**src/ccas_pkg.sv**
```systemverilog
// shared types, codes and calendar helpers for the alarm clock timekeeper
`default_nettype none

package ccas_pkg;

  // input item kinds carried on tuser
  typedef enum logic [1:0] {
    ACT_TICK     = 2'd0,
    ACT_BUTTON   = 2'd1,
    ACT_SET_TIME = 2'd2,
    ACT_LAMP_OFF = 2'd3
  } action_t;

  // configuration register indexes
  localparam int CFG_ADDR_W = 3;
  localparam int CFG_DATA_W = 12;
  localparam logic [CFG_ADDR_W-1:0] REG_ALARM_ONE    = 3'd0;
  localparam logic [CFG_ADDR_W-1:0] REG_ALARM_TWO    = 3'd1;
  localparam logic [CFG_ADDR_W-1:0] REG_SUNRISE_DLY  = 3'd2;
  localparam logic [CFG_ADDR_W-1:0] REG_ENABLE       = 3'd3;
  localparam logic [CFG_ADDR_W-1:0] REG_BL_FLOOR     = 3'd4;
  localparam logic [CFG_ADDR_W-1:0] REG_BL_CEILING   = 3'd5;
  localparam logic [CFG_ADDR_W-1:0] REG_FADE_INC     = 3'd6;
  localparam logic [CFG_ADDR_W-1:0] REG_SNOOZE_LEN   = 3'd7;

  // enable register bits
  localparam int EN_ALARM_ONE = 0;
  localparam int EN_ALARM_TWO = 1;
  localparam int EN_SUNRISE   = 2;

  localparam logic [11:0] MINUTES_PER_DAY = 12'd1440;

  // days in a month, no leap years, invalid months have 31 days
  function automatic logic [4:0] days_in(input logic [3:0] month);
    logic [4:0] days;
    case (month)
      4'd2:                       days = 5'd28;
      4'd4, 4'd6, 4'd9, 4'd11:    days = 5'd30;
      default:                    days = 5'd31;
    endcase
    return days;
  endfunction

endpackage

`default_nettype wire

```
**src/clock_calendar_alarm_sunrise.sv**
```systemverilog
// alarm clock timekeeper with calendar, two alarms, sunrise lamp, backlight fade and snooze
//
// Usage:
//   s_axis carries one item per transaction: tuser holds the action (tick of 1/64 s,
//   button press, set time, lamp off), tdata holds the time values used by set time.
//   m_axis returns one result per input item: the full time and date plus the
//   backlight level, lamp level, ringing and snooze flags after that item.
//   The cfg port writes one register per cycle with cfg_we; no read-back.
// Latency and throughput:
//   a result appears in the cycle after its item is accepted; one item is taken
//   every cycle while the result register is empty or being read, set by the single
//   state update between the item and the result register.
// Reset:
//   rst (synchronous) loads 23:59:58 on day 1 month 1 year 2012, weekday 1,
//   clears backlight, lamp, ringing and snooze, and loads the register defaults.
// Stall:
//   while m_axis_tready is low the result is held and s_axis_tready drops
//   once the result register is full; no item is lost.
`default_nettype none

module clock_calendar_alarm_sunrise
  import ccas_pkg::*;
#(
  parameter int TICKS_PER_SECOND = 64,
  parameter int LEVEL_COUNT      = 64,
  parameter int HOLD_TIME        = 5,
  localparam int LAMP_W  = $clog2(LEVEL_COUNT),
  localparam int OUT_BITS = 49 + LAMP_W,
  localparam int OUT_W   = ((OUT_BITS + 7) / 8) * 8
) (
  input  wire logic                  clk,
  input  wire logic                  rst,
  // input item channel
  input  wire logic                  s_axis_tvalid,
  output logic                       s_axis_tready,
  // new_hours, new_minutes, new_seconds, new_day, new_month, new_year, new_weekday
  input  wire logic [47:0]           s_axis_tdata,
  // action
  input  wire logic [1:0]            s_axis_tuser,
  // result channel
  output logic                       m_axis_tvalid,
  input  wire logic                  m_axis_tready,
  // hours_now, minutes_now, seconds_now, day_now, month_now, year_now, weekday_now,
  // backlight_out, lamp_out, ringing_flag, snooze_flag
  output logic [OUT_W-1:0]           m_axis_tdata,
  // configuration writes
  input  wire logic                  cfg_we,
  input  wire logic [CFG_ADDR_W-1:0] cfg_addr,
  input  wire logic [CFG_DATA_W-1:0] cfg_wdata
);

  localparam int TICK_W = $clog2(TICKS_PER_SECOND);
  localparam int HOLD_W = $clog2(HOLD_TIME + 1);
  localparam logic [TICK_W:0] TICK_LIMIT = (TICK_W+1)'(TICKS_PER_SECOND);
  localparam logic [LAMP_W:0] LAMP_TOP   = (LAMP_W+1)'(LEVEL_COUNT - 1);
  localparam logic [HOLD_W-1:0] HOLD_LOAD = HOLD_W'(HOLD_TIME);

  // configuration registers
  logic [10:0] alarm_one_minute;
  logic [10:0] alarm_two_minute;
  logic [6:0]  sunrise_delay;
  logic [2:0]  enable_bits;
  logic [5:0]  backlight_floor;
  logic [5:0]  backlight_ceiling;
  logic [5:0]  fade_increment;
  logic [11:0] snooze_length;

  // timekeeping and control state
  logic [TICK_W-1:0] tick_count, tick_count_next;
  logic [5:0]  sec_reg, sec_reg_next;
  logic [5:0]  min_reg, min_reg_next;
  logic [4:0]  hour_reg, hour_reg_next;
  logic [4:0]  day_reg, day_reg_next;
  logic [3:0]  month_reg, month_reg_next;
  logic [11:0] year_reg, year_reg_next;
  logic [2:0]  weekday_reg, weekday_reg_next;
  logic [5:0]  backlight_level, backlight_level_next;
  logic        fade_running, fade_running_next;
  logic        fade_downward, fade_downward_next;
  logic [HOLD_W-1:0] hold_seconds, hold_seconds_next;
  logic [LAMP_W-1:0] lamp_level, lamp_level_next;
  logic        sunrise_running, sunrise_running_next;
  logic [6:0]  sunrise_seconds, sunrise_seconds_next;
  logic        ring_active, ring_active_next;
  logic        snooze_active, snooze_active_next;
  logic [11:0] snooze_seconds, snooze_seconds_next;

  logic        in_fire;
  action_t     in_action;

  // input fields
  logic [4:0]  new_hours;
  logic [5:0]  new_minutes;
  logic [5:0]  new_seconds;
  logic [4:0]  new_day;
  logic [3:0]  new_month;
  logic [11:0] new_year;
  logic [2:0]  new_weekday;

  // intermediate values of the update
  logic [TICK_W:0]   tick_sum;
  logic signed [7:0] fade_raw;
  logic signed [7:0] fade_hi;
  logic signed [7:0] fade_lo;
  logic              fade_stop;
  logic [6:0]        sec_sum;
  logic [6:0]        min_sum;
  logic [5:0]        hour_sum;
  logic [5:0]        day_sum;
  logic [4:0]        month_sum;
  logic [6:0]        sunrise_sum;
  logic [LAMP_W:0]   lamp_sum;
  logic [10:0]       now_minute;
  logic [11:0]       alarm_one_day;
  logic [11:0]       start_raw;
  logic [11:0]       sunrise_start;

  assign in_fire       = s_axis_tvalid && s_axis_tready;
  assign s_axis_tready = !m_axis_tvalid || m_axis_tready;
  assign in_action     = action_t'(s_axis_tuser);

  assign new_hours   = s_axis_tdata[4:0];
  assign new_minutes = s_axis_tdata[10:5];
  assign new_seconds = s_axis_tdata[16:11];
  assign new_day     = s_axis_tdata[21:17];
  assign new_month   = s_axis_tdata[25:22];
  assign new_year    = s_axis_tdata[37:26];
  assign new_weekday = s_axis_tdata[40:38];

  // sunrise start: alarm 1 less the delay, modulo one day
  assign alarm_one_day = ({1'b0, alarm_one_minute} >= MINUTES_PER_DAY) ?
                         {1'b0, alarm_one_minute} - MINUTES_PER_DAY :
                         {1'b0, alarm_one_minute};
  assign start_raw     = alarm_one_day + MINUTES_PER_DAY - {5'd0, sunrise_delay};
  assign sunrise_start = (start_raw >= MINUTES_PER_DAY) ? start_raw - MINUTES_PER_DAY
                                                         : start_raw;

  // backlight fade step with ceiling then floor clamp
  assign fade_raw = fade_downward ?
                    $signed({2'b00, backlight_level}) - $signed({2'b00, fade_increment}) :
                    $signed({2'b00, backlight_level}) + $signed({2'b00, fade_increment});
  assign fade_hi  = (fade_raw > $signed({2'b00, backlight_ceiling})) ?
                    $signed({2'b00, backlight_ceiling}) : fade_raw;
  assign fade_lo  = (fade_hi < $signed({2'b00, backlight_floor})) ?
                    $signed({2'b00, backlight_floor}) : fade_hi;
  assign fade_stop = (fade_raw > $signed({2'b00, backlight_ceiling})) ||
                     (fade_hi < $signed({2'b00, backlight_floor}));

  assign tick_sum    = {1'b0, tick_count} + (TICK_W+1)'(1);
  assign sec_sum     = {1'b0, sec_reg} + 7'd1;
  assign min_sum     = {1'b0, min_reg} + 7'd1;
  assign hour_sum    = {1'b0, hour_reg} + 6'd1;
  assign day_sum     = {1'b0, day_reg} + 6'd1;
  assign month_sum   = {1'b0, month_reg} + 5'd1;
  assign sunrise_sum = sunrise_seconds + 7'd1;
  assign lamp_sum    = {1'b0, lamp_level} + (LAMP_W+1)'(1);

  // next state for one accepted item
  always_comb begin
    tick_count_next      = tick_count;
    sec_reg_next         = sec_reg;
    min_reg_next         = min_reg;
    hour_reg_next        = hour_reg;
    day_reg_next         = day_reg;
    month_reg_next       = month_reg;
    year_reg_next        = year_reg;
    weekday_reg_next     = weekday_reg;
    backlight_level_next = backlight_level;
    fade_running_next    = fade_running;
    fade_downward_next   = fade_downward;
    hold_seconds_next    = hold_seconds;
    lamp_level_next      = lamp_level;
    sunrise_running_next = sunrise_running;
    sunrise_seconds_next = sunrise_seconds;
    ring_active_next     = ring_active;
    snooze_active_next   = snooze_active;
    snooze_seconds_next  = snooze_seconds;
    now_minute           = 11'd0;

    if (in_fire) begin
      case (in_action)
        ACT_TICK: begin
          if (fade_running) begin
            backlight_level_next = fade_lo[5:0];
            if (fade_stop) begin
              fade_running_next = 1'b0;
            end
          end
          if (tick_sum >= TICK_LIMIT) begin
            tick_count_next = '0;
            sec_reg_next    = sec_sum[5:0];
            // sunrise lamp step
            if (sunrise_running) begin
              sunrise_seconds_next = sunrise_sum;
              if (sunrise_sum >= sunrise_delay) begin
                sunrise_seconds_next = 7'd0;
                if (lamp_sum > LAMP_TOP) begin
                  lamp_level_next      = LAMP_TOP[LAMP_W-1:0];
                  sunrise_running_next = 1'b0;
                end else begin
                  lamp_level_next = lamp_sum[LAMP_W-1:0];
                end
              end
            end
            // backlight hold countdown
            if (hold_seconds != '0) begin
              hold_seconds_next = hold_seconds - HOLD_W'(1);
              if (hold_seconds == HOLD_W'(1)) begin
                fade_running_next  = 1'b1;
                fade_downward_next = 1'b1;
              end
            end
            // snooze countdown
            if (snooze_active) begin
              snooze_seconds_next = snooze_seconds - 12'd1;
              if (snooze_seconds == 12'd1) begin
                snooze_active_next = 1'b0;
                ring_active_next   = 1'b1;
              end
            end
            // calendar carries
            if (sec_sum >= 7'd60) begin
              sec_reg_next = 6'd0;
              min_reg_next = min_sum[5:0];
              if (min_sum >= 7'd60) begin
                min_reg_next  = 6'd0;
                hour_reg_next = hour_sum[4:0];
                if (hour_sum >= 6'd24) begin
                  hour_reg_next    = 5'd0;
                  day_reg_next     = day_sum[4:0];
                  weekday_reg_next = (weekday_reg < 3'd6) ? weekday_reg + 3'd1 : 3'd0;
                  if (day_sum > {1'b0, days_in(month_reg)}) begin
                    day_reg_next   = 5'd1;
                    month_reg_next = month_sum[3:0];
                    if (month_sum >= 5'd13) begin
                      month_reg_next = 4'd1;
                      year_reg_next  = year_reg + 12'd1;
                    end
                  end
                end
              end
              // new minute compares
              now_minute = {6'd0, hour_reg_next} * 11'd60 + {5'd0, min_reg_next};
              if (enable_bits[EN_SUNRISE] && ({1'b0, now_minute} == sunrise_start)) begin
                sunrise_running_next = 1'b1;
              end
              if (enable_bits[EN_ALARM_ONE] && (now_minute == alarm_one_minute)) begin
                ring_active_next = 1'b1;
              end
              if (enable_bits[EN_ALARM_TWO] && (now_minute == alarm_two_minute)) begin
                ring_active_next = 1'b1;
              end
            end
          end else begin
            tick_count_next = tick_sum[TICK_W-1:0];
          end
        end
        ACT_BUTTON: begin
          if (hold_seconds == '0) begin
            if (ring_active) begin
              ring_active_next    = 1'b0;
              snooze_active_next  = 1'b1;
              snooze_seconds_next = snooze_length;
            end
            backlight_level_next = backlight_floor;
            fade_running_next    = 1'b1;
            fade_downward_next   = 1'b0;
          end
          hold_seconds_next = HOLD_LOAD;
        end
        ACT_SET_TIME: begin
          hour_reg_next    = new_hours;
          min_reg_next     = new_minutes;
          sec_reg_next     = new_seconds;
          day_reg_next     = new_day;
          month_reg_next   = new_month;
          year_reg_next    = new_year;
          weekday_reg_next = new_weekday;
        end
        ACT_LAMP_OFF: begin
          sunrise_running_next = 1'b0;
          lamp_level_next      = '0;
        end
        default: begin
          lamp_level_next = lamp_level;
        end
      endcase
    end
  end

  // configuration registers
  always_ff @(posedge clk) begin
    if (rst) begin
      alarm_one_minute  <= 11'd0;
      alarm_two_minute  <= 11'd0;
      sunrise_delay     <= 7'd3;
      enable_bits       <= 3'd0;
      backlight_floor   <= 6'd20;
      backlight_ceiling <= 6'd63;
      fade_increment    <= 6'd1;
      snooze_length     <= 12'd300;
    end else if (cfg_we) begin
      case (cfg_addr)
        REG_ALARM_ONE:   alarm_one_minute  <= cfg_wdata[10:0];
        REG_ALARM_TWO:   alarm_two_minute  <= cfg_wdata[10:0];
        REG_SUNRISE_DLY: sunrise_delay     <= cfg_wdata[6:0];
        REG_ENABLE:      enable_bits       <= cfg_wdata[2:0];
        REG_BL_FLOOR:    backlight_floor   <= cfg_wdata[5:0];
        REG_BL_CEILING:  backlight_ceiling <= cfg_wdata[5:0];
        REG_FADE_INC:    fade_increment    <= cfg_wdata[5:0];
        REG_SNOOZE_LEN:  snooze_length     <= cfg_wdata;
        default:         snooze_length     <= snooze_length;
      endcase
    end
  end

  // state registers
  always_ff @(posedge clk) begin
    if (rst) begin
      tick_count      <= '0;
      sec_reg         <= 6'd58;
      min_reg         <= 6'd59;
      hour_reg        <= 5'd23;
      day_reg         <= 5'd1;
      month_reg       <= 4'd1;
      year_reg        <= 12'd2012;
      weekday_reg     <= 3'd1;
      backlight_level <= 6'd0;
      fade_running    <= 1'b0;
      fade_downward   <= 1'b0;
      hold_seconds    <= '0;
      lamp_level      <= '0;
      sunrise_running <= 1'b0;
      sunrise_seconds <= 7'd0;
      ring_active     <= 1'b0;
      snooze_active   <= 1'b0;
      snooze_seconds  <= 12'd0;
    end else begin
      tick_count      <= tick_count_next;
      sec_reg         <= sec_reg_next;
      min_reg         <= min_reg_next;
      hour_reg        <= hour_reg_next;
      day_reg         <= day_reg_next;
      month_reg       <= month_reg_next;
      year_reg        <= year_reg_next;
      weekday_reg     <= weekday_reg_next;
      backlight_level <= backlight_level_next;
      fade_running    <= fade_running_next;
      fade_downward   <= fade_downward_next;
      hold_seconds    <= hold_seconds_next;
      lamp_level      <= lamp_level_next;
      sunrise_running <= sunrise_running_next;
      sunrise_seconds <= sunrise_seconds_next;
      ring_active     <= ring_active_next;
      snooze_active   <= snooze_active_next;
      snooze_seconds  <= snooze_seconds_next;
    end
  end

  // result register
  always_ff @(posedge clk) begin
    if (rst) begin
      m_axis_tvalid <= 1'b0;
    end else if (in_fire) begin
      m_axis_tvalid <= 1'b1;
    end else if (m_axis_tready) begin
      m_axis_tvalid <= 1'b0;
    end
  end

  always_ff @(posedge clk) begin
    if (in_fire) begin
      m_axis_tdata <= OUT_W'({snooze_active_next, ring_active_next, lamp_level_next,
                              backlight_level_next, weekday_reg_next, year_reg_next,
                              month_reg_next, day_reg_next, sec_reg_next,
                              min_reg_next, hour_reg_next});
    end
  end

endmodule

`default_nettype wire
```
**config.mk**
```make
export PLATFORM = sky130hd
export DESIGN_NAME = clock_calendar_alarm_sunrise
export DESIGN_NICKNAME = d
export VERILOG_FILES = /design/src/ccas_pkg.sv /design/src/clock_calendar_alarm_sunrise.sv
export SDC_FILE = /design/constraint.sdc
export NUM_CORES = 1
export LEC_CHECK = 0
export ABC_AREA = 1
export BUFFER_PORTS_ARGS = -buffer_cell sky130_fd_sc_hd__clkbuf_2
export CORE_ASPECT_RATIO = 2
export CORE_MARGIN = 4
export CORE_UTILIZATION = 54
export CTS_CLUSTER_DIAMETER = 150
export DETAILED_ROUTE_END_ITERATION = 10
export PLACE_DENSITY = 0.78
export SETUP_SLACK_MARGIN = 0.5
export SKIP_CTS_REPAIR_TIMING = 1
export SYNTH_ARGS = -nofsm -noshare
export SYNTH_HDL_FRONTEND = slang
export SYNTH_SLANG_ARGS = --single-unit
```
**constraint.sdc**
```tcl
create_clock -name clk -period 5.25 [get_ports clk]
set_input_delay 0.525 -clock clk [delete_from_list [all_inputs] [get_ports clk]]
set_output_delay 0.525 -clock clk [all_outputs]
set_load 0.005 [all_outputs]
```
==> reports/results.md, run 1 <==
| Parameter | This run | Unit |
| --- | --- | --- |
| Combinational fraction of design power | 52.0 | % |
| Area leader, netlist | dfxtp_1 | - |
| Biggest cell delay along the critical path | 610 | ps |
| Fraction of power consumed by sequential logic | 26.7 | % |
| Clock root buffer master | clkbuf_16 | - |
| Setup_tns | 0 | ps |
| Run status | completed | - |
| Total Die Area | 26200 | um^2 |
| Cell area after placement | 13800 | um^2 |
| Crit path arrival time | 5460 | ps |
| Total length of routed wires | 34200 | um |
| Maximum fanout count along the critical path | 6 | - |
| Per-instance average area after synthesis | 7.41 | um^2 |
| Global route total overflow | 0 | - |
| Switching share of total power | 40.2 | % |
| Final design area excluding fillers | 14700 | um^2 |
| Type of element capturing the critical path | flop | - |
| Post-layout total power | 6.63 | mW |
| Worst flop-to-flop path endpoint | m_axis_tdata[53]$_DFFE_PP_ | - |
| Most frequent cell after synthesis | nand2_1 | - |
| Hold violation count in the final report | 0 | - |
| Layout Area Growth over Synthesis | 15.9 | % |
| Detailed Route Iter0 Violations | 774 | - |
| Number of cells traversed by the worst register-to-register path | 28 | - |
| Initial core utilization | 54.7 | % |
| Wire length of the first global-routing pass | 54500 | um |
| Required time of the critical path | 5520 | ps |
| Crit path capture | m_axis_tdata[53]$_DFFE_PP_ | - |
| TritonCTS clock tree | done | - |
| Synth async-reset ratio | 0 | % |
| Number of failing setup endpoints in the final timing report | 0 | - |
| Layout Skew | 9.37 | ps |
| Path type of the worst setup path | flop to flop | - |
| Iteration count of the initial detailed-routing pass | 6 | - |
| Number of H-tree branching levels | 1 | - |
| Xor and xnor fraction of the mapped netlist area | 4.41 | % |
| Total net switching power | 2.66 | mW |
| I/O Pins | 128 | - |
| Vias/cell | 5.61 | - |
| Synthesized netlist net count | 1886 | - |
| Vertical die dimension | 225 | um |
| Arithmetic-cell share of the synthesized area counting full adders, half adders and majority gates | 10.6 | % |
| Clock buffer depth | 3 | - |
| Power density normalized to cell area | 450 | nW/um^2 |
| Max Slew Vio Count | 0 | - |
| Sequential share of the synthesized area | 36.5 | % |
| DPL Wire Length | 25800 | um |
| Number of buffers created by CTS | 19 | - |
| Worst Tran Pin Value | 810 | ps |
| Top cells by count, synth | 339 x nand2_1, 236 x inv_1, 169 x nor2_1 | - |
| Hold Crit Class | primary input to flop | - |
| Netlist Area Pre-Place | 12700 | um^2 |
| Floorplan Core Area | 23200 | um^2 |
| Placement Rows | 79 | - |
| Peak Freq | 193 | MHz |
| Count of distinct cell types in the synthesized netlist | 52 | - |
| Hold path depth | 3 | - |
| Clock input transition at the sequential cells of the worst setup and hold paths | 70 | ps |
| Total number of nets in the final design | 2020 | - |
| Simple-gate share of the synthesized area | 23.6 | % |
| Clock tree sinks | 204 | - |
| RePlAce Congestion | 0.898 | - |
| Maximum Capacitance Violations | 0 | - |
| Post-synthesis mux area share | 0.0787 | % |
| R2r startpoint | min_reg[0]$_SDFF_PP1_ | - |
| Critical-path top delay cell | fa_1 | - |
| Post-synth top flop | dfxtp_1 | - |
| Number of warning messages in the yosys log | 0 | - |
| Worst setup path startpoint | min_reg[0]$_SDFF_PP1_ | - |
| Maximum number of pins on one net before global-route repair | 54 | - |
| Max rail drop VDD | 0.504 | mV |
| Share of the clock period used by the worst path | 98.7 | % |
| Time the final worst path needs with I/O delays and setup | 5180 | ps |
| Antenna diode count | 0 | - |
| Largest register by flop count | m_axis_tdata | - |
| Synth area leaders | dfxtp_1 23%, edfxtp_1 13%, nand2_1 10% | - |
| Antenna violations before repair | 0 | - |
| Fillers | 2012 | - |
| Die W | 116 | um |
| Synth Area in Compound Gates | 16.2 | % |
| Number of flip-flops under the largest register name | 55 | - |
| Number of flops mapped to enable cells by yosys | 55 | - |
| Top-area cell type share of the netlist area | 23.5 | % |
| Setup slack of the worst register-to-register path | 70 | ps |
| Layout cells sized above 1 | 14.8 | % |
| Crit path top cell by count | nand2_2 | - |
| Number of antenna-violating nets in the routed design | 0 | - |
| Combinational family with the most area after synthesis | simple AND/OR/NAND/NOR gates | - |
| Post-detailed-route wirelength per cell | 16.0 | um |
| Setup repair after global routing missed its margin | yes | - |
| Number of remaining DRC errors | 0 | - |
| Synthesized instance count | 1715 | - |
| Buffers on Ports | 119 | - |
| Cell leakage power | 7.05 | nW |
| Relative slew slack | 46.0 | % |
| Number of storage elements in the synthesis netlist | 204 | - |
| Cell-internal power | 3.97 | mW |
| Nature of the critical path startpoint | flop | - |
| Via count of the first global-routing pass | 11892 | - |
| Clock Latency Late Sink | 510 | ps |
| GRT Util Overall | 25.5 | % |
| Vias | 12027 | - |
| Clk pwr share | 21.3 | % |
cells in the final DEF, fill, tap and decap left out, types with 9 or more instances in the layout:
master,netlist,routed
inv_1,236,228
a221oi_1,10,10
inv_2,6,13
a22oi_1,33,33
fa_1,11,10
clkbuf_16,0,20
edfxtp_1,55,55
nand2_1,339,328
o21ai_0,113,109
nor3_1,17,14
a31oi_1,9,9
nand2_2,2,11
ha_1,90,87
xor2_1,48,40
dfxtp_1,149,143
o21ai_1,14,15
nor2_1,169,165
o211ai_1,29,29
nand3_1,102,99
xnor2_1,16,15
buf_4,1,40
clkbuf_2,0,119
nand4_1,19,19
a21oi_1,123,122
cells by family after synthesis:
kind of cell	after synthesis
AOI/OAI and AO/OA	355
DFF	204
other	1
buffers and inverters	294
muxes	1
xor gates and xnor gates	64
adders and majority gates	101
and+or+nand+nor	695
cell type report:
type	instances	area, um^2	area share (%)
clock inverters	7	70.1	0.476
flip-flops and latches	204	4650	31.5
clock buffers	27	557	3.78
multi-input cells	1217	7240	49.1
well taps	283	354	2.40
inverters	244	917	6.23
repair buffers	163	950	6.45
critical path: cells and delay by family (launching register included):
family	cells	cell delay [ps]
AOI/OAI and AO/OA	2	210
xor gates and xnor gates	3	550
adders and majority gates	5	2010
buffers and inverters	5	410
DFF	1	380
and+or+nand+nor	13	1370
metrics by stage:
| stage | instances | util (%) | hold WS (ps) | worst slack (ps) |
|---|---|---|---|---|
| floorplan | 1715 | - | 429 | 514 |
| global placement | 2100 | 59.3 | 451 | 17.6 |
| detailed placement | 2100 | 59.3 | 465 | -66.5 |
| CTS | 2134 | 62.0 | 243 | -93.9 |
| global route | 2145 | 63.4 | 288 | -209 |
| finish | 2145 | 63.4 | 250 | 69.7 |
worst min-delay path by stage:
stage                                              from                        endpoint  slack (ps)
final                                     cfg_wdata[11]  snooze_length[11]$_SDFFE_PP0P_         250
after global routing                      cfg_wdata[11]  snooze_length[11]$_SDFFE_PP0P_         290
after CTS                                 cfg_wdata[11]  snooze_length[11]$_SDFFE_PP0P_         240
after detailed placement     tick_count[5]$_SDFFE_PP0P_      tick_count[5]$_SDFFE_PP0P_         470
after global placement    snooze_length[5]$_SDFFE_PP1P_   snooze_length[5]$_SDFFE_PP1P_         450
after floorplan           snooze_length[2]$_SDFFE_PP1P_   snooze_length[2]$_SDFFE_PP1P_         430
metal layers:
layer  share of wire [%]  track usage [%]  wire, um  up-vias
met2                  54             49.2     18500      343
met1                  36             25.9     12300     5624
met4                 5.2             13.5      1790        0
met5                   0                0         0        -
met3                 4.7             2.74      1610      113
li1                    -                -         -     5947
power groups by stage:
stage	Clock, mW	Combinational, mW	Sequential [mW]
2_1_floorplan	0	2.06	1.79
5_1_grt	1.48	3.80	1.78
3_5_place_dp	0	2.89	1.80
6_report	1.41	3.44	1.77
4_1_cts	1.43	2.92	1.77
3_3_place_gp	0	2.84	1.80
Power figures use the tool's default switching activity.
==> run 2: changes to the inputs <==
--- a/config.mk
+++ b/config.mk
@@ -5,7 +5,6 @@
 export SDC_FILE = /design/constraint.sdc
 export NUM_CORES = 1
 export LEC_CHECK = 0
-export ABC_AREA = 1
 export BUFFER_PORTS_ARGS = -buffer_cell sky130_fd_sc_hd__clkbuf_2
 export CORE_ASPECT_RATIO = 2
 export CORE_MARGIN = 4
==> run 2 against run 1 <==
Against the previous run:
- the flow now finishes with violations (negative setup slack)
- clock power barely moved
- worst setup slack got worse by 98 ps
- clock skew rose by 14 ps
- via count fell by 2.8%
- non-clock buffer count rose by 20
- sequential cell count did not move
- design area rose by 1.6%
- first-iteration DRC count rose by 3.4%
- sequential power fell by 2%
- synthesized cell count fell by 14%
- hold slack got worse by 29 ps
==> reports/results.md, run 2 <==
| Parameter | This run | Unit |
| --- | --- | --- |
| Required time of the critical path | 5690 | ps |
| Antenna violations before repair | 0 | - |
| Switching share of total power | 34.1 | % |
| Synthesized instance count | 1475 | - |
| Total Die Area | 26200 | um^2 |
| Total length of routed wires | 35000 | um |
| Max Slew Vio Count | 0 | - |
| Clk pwr share | 26.8 | % |
| Number of H-tree branching levels | 1 | - |
| Detailed Route Iter0 Violations | 800 | - |
| Synthesized netlist net count | 1646 | - |
| Global-route track usage on met1 | 26.0 | % |
| Number of warning messages in the yosys log | 0 | - |
| Top-area cell type share of the netlist area | 23.5 | % |
| Area leader, netlist | dfxtp_1 | - |
| Number of flip-flops under the largest register name | 55 | - |
| Max rail drop VDD | 0.367 | mV |
| Time the final worst path needs with I/O delays and setup | 5280 | ps |
| Clock Latency Late Sink | 520 | ps |
| Power density normalized to cell area | 352 | nW/um^2 |
| Iteration count of the initial detailed-routing pass | 6 | - |
| Largest register by flop count | m_axis_tdata | - |
| Clock root buffer master | clkbuf_16 | - |
| Fillers | 1920 | - |
| Clock input transition at the sequential cells of the worst setup and hold paths | 70 | ps |
| Fin cells | 1913 | - |
| Initial core utilization | 54.7 | % |
| Synth async-reset ratio | 0 | % |
| Per-instance average area after synthesis | 8.61 | um^2 |
| Antenna diode count | 0 | - |
| Final Worst Setup Slack | -28.0 | ps |
| Combinational fraction of design power | 40.3 | % |
| Number of flops mapped to enable cells by yosys | 55 | - |
| Share of the clock period used by the worst path | 101 | % |
| Fraction of the core area covered by cells at the end of the flow | 64.4 | % |
| Fraction of power consumed by sequential logic | 32.9 | % |
| Number of buffers created by CTS | 20 | - |
| Number of antenna-violating nets in the routed design | 0 | - |
| Total net switching power | 1.80 | mW |
| Path type of the worst setup path | flop to flop | - |
| Count of distinct cell types in the synthesized netlist | 90 | - |
| Vias | 11685 | - |
| Cell count after placement | 1861 | - |
| Number of remaining DRC errors | 0 | - |
| Clock tree sinks | 204 | - |
| Number of storage elements in the synthesis netlist | 204 | - |
| Violations in the final reports | negative setup slack | - |
| Global route total overflow | 0 | - |
| I/O Pins | 128 | - |
| Setup slack of the worst register-to-register path | -30 | ps |
| Post-synth top flop | dfxtp_1 | - |
| Met2 Resource Use GR | 48.6 | % |
| Worst setup path startpoint | min_reg[1]$_SDFF_PP1_ | - |
| Top cells by count, synth | 166 x nand2_1, 149 x dfxtp_1, 116 x nor2_1 | - |
| Setup repair after global routing missed its margin | yes | - |
| Cell-internal power | 3.47 | mW |
| Crit path arrival time | 5710 | ps |
| Cell leakage power | 6.30 | nW |
| Synth area leaders | dfxtp_1 23%, edfxtp_1 13%, ha_1 8.9% | - |
| Most common cell after layout, fill and taps aside | nand2_1 | - |
| Worst Tran Pin Value | 1000 | ps |
| RePlAce Congestion | 0.924 | - |
| Worst flop-to-flop path endpoint | sunrise_running$_SDFFE_PP0P_ | - |
| Maximum number of pins on one net before global-route repair | 77 | - |
| Number of cells traversed by the worst register-to-register path | 20 | - |
| TritonCTS clock tree | done | - |
| Buffers on Ports | 119 | - |
| DPL Wire Length | 25600 | um |
| Most frequent cells in the layout | 161 x nand2_1, 142 x dfxtp_1, 118 x clkbuf_2, 114 x nor2_1, 94 x inv_1 | - |
| Floorplan Core Area | 23200 | um^2 |
| Run status | finished with violations | - |
| Most Crowded Layer GR | met2 | - |
| Wire length of the first global-routing pass | 55100 | um |
| Layout Area Growth over Synthesis | 17.9 | % |
| Hold Crit Class | primary input to flop | - |
| Sequential share of the synthesized area | 36.5 | % |
| Via count of the first global-routing pass | 11718 | - |
| GRT Util Overall | 26.0 | % |
| Maximum Capacitance Violations | 0 | - |
| Layout Skew | 23.0 | ps |
| Nature of the critical path startpoint | flop | - |
| Hold violation count in the final report | 0 | - |
| Placement Rows | 79 | - |
| Relative slew slack | 33.2 | % |
| Number of failing setup endpoints in the final timing report | 1 | - |
| Most frequent cell after synthesis | nand2_1 | - |
| Global routing usage on met3 | 2.93 | % |
| Total number of nets in the final design | 1787 | - |
| Maximum fanout count along the critical path | 6 | - |
| Layout cells sized above 1 | 20.5 | % |
| Clock buffer depth | 3 | - |
| Vias/cell | 6.11 | - |
| Vertical die dimension | 225 | um |
| Netlist Area Pre-Place | 12700 | um^2 |
| R2r startpoint | min_reg[1]$_SDFF_PP1_ | - |
| Die W | 116 | um |
| Peak Freq | 189 | MHz |
| Crit path capture | sunrise_running$_SDFFE_PP0P_ | - |
| Post-detailed-route wirelength per cell | 18.3 | um |
| Type of element capturing the critical path | flop | - |
| Worst-case hold slack | 220 | ps |
[run 2: cell count changes after synthesis, sizes merged, moves of 23 or more]
cell and change:
nor2b +28, a21oi -28, mux2i +29, nor2 -59
a21o +25, nand2b +23, o21ai -45, nand2 -177
inv -143, nand3 -56
[run 2: stage by stage]
step,setup slack (ps),power [mW],TNS (ps),instance area [um^2]
CTS,-260,5.07,-552,14500
global placement,-88.9,3.61,-108,13900
global route,-272,5.52,-655,15000
floorplan,39.3,3.06,0,12900
finish,-28.0,5.26,-28.0,15000
detailed placement,-193,3.66,-378,13900
[run 2: area by class of cell]
| class | instances | area, um^2 | area share, % |
|---|---|---|---|
| clock inverters | 12 | 101 | 0.677 |
| multi-input cells | 1107 | 7870 | 52.6 |
| well taps | 283 | 354 | 2.37 |
| inverters | 100 | 375 | 2.51 |
| clock buffers | 24 | 526 | 3.51 |
| flip-flops and latches | 204 | 4650 | 31.1 |
| repair buffers | 183 | 1090 | 7.26 |
[run 2: power groups by stage]
stage	Sequential, mW	Combinational (mW)	Clock [mW]
2_1_floorplan	1.76	1.31	0
3_3_place_gp	1.76	1.84	0
3_5_place_dp	1.77	1.90	0
4_1_cts	1.73	1.91	1.43
5_1_grt	1.74	2.30	1.48
6_report	1.73	2.12	1.41
[run 2: metal layers]
metal | part of all wire, % | up-vias
met1 | 34 | 5541
met4 | 7.3 | 0
met3 | 4.9 | 167
met2 | 54 | 432
li1 | - | 5545
met5 | 0 | -
[run 2: cell families after synthesis]
group / Yosys count / synth area share, %
AOI/OAI and AO/OA: 380 / 19.9
other: 1 / 0.0295
muxes: 37 / 2.99
adders and majority gates: 101 / 10.6
DFF: 204 / 36.5
and+or+nand+nor: 516 / 19.8
buffers and inverters: 165 / 5.04
xor gates and xnor gates: 71 / 5.15
[run 2: worst min-delay path by stage]
stage / start / end / slack, ps / cells past startpoint
global route: cfg_wdata[11] / snooze_length[11]$_SDFFE_PP0P_ / 250 / 3
finish: cfg_wdata[11] / snooze_length[11]$_SDFFE_PP0P_ / 220 / 3
global placement: snooze_length[4]$_SDFFE_PP0P_ / snooze_length[4]$_SDFFE_PP0P_ / 440 / 2
floorplan: snooze_length[10]$_SDFFE_PP0P_ / snooze_length[10]$_SDFFE_PP0P_ / 430 / 2
CTS: cfg_wdata[11] / snooze_length[11]$_SDFFE_PP0P_ / 220 / 3
detailed placement: alarm_one_minute[0]$_SDFFE_PP0P_ / alarm_one_minute[0]$_SDFFE_PP0P_ / 450 / 2
[run 2: critical path, cell delays in order, from the launching register on]
cell and delay, ps:
dfxtp_2 340, ha_4 160, nand4b_1 190, xor2_1 200, nand2b_4 190, nor2_4 120, nand2_2 80, o21ai_4 210
fa_1 500, fa_1 590, fa_2 480, ha_4 300, o211ai_1 100, a21oi_2 180, nand3_2 110, xor2_2 220
xnor2_2 160, xor2_1 150, o31a_1 240, or4_4 510, o31ai_2 170
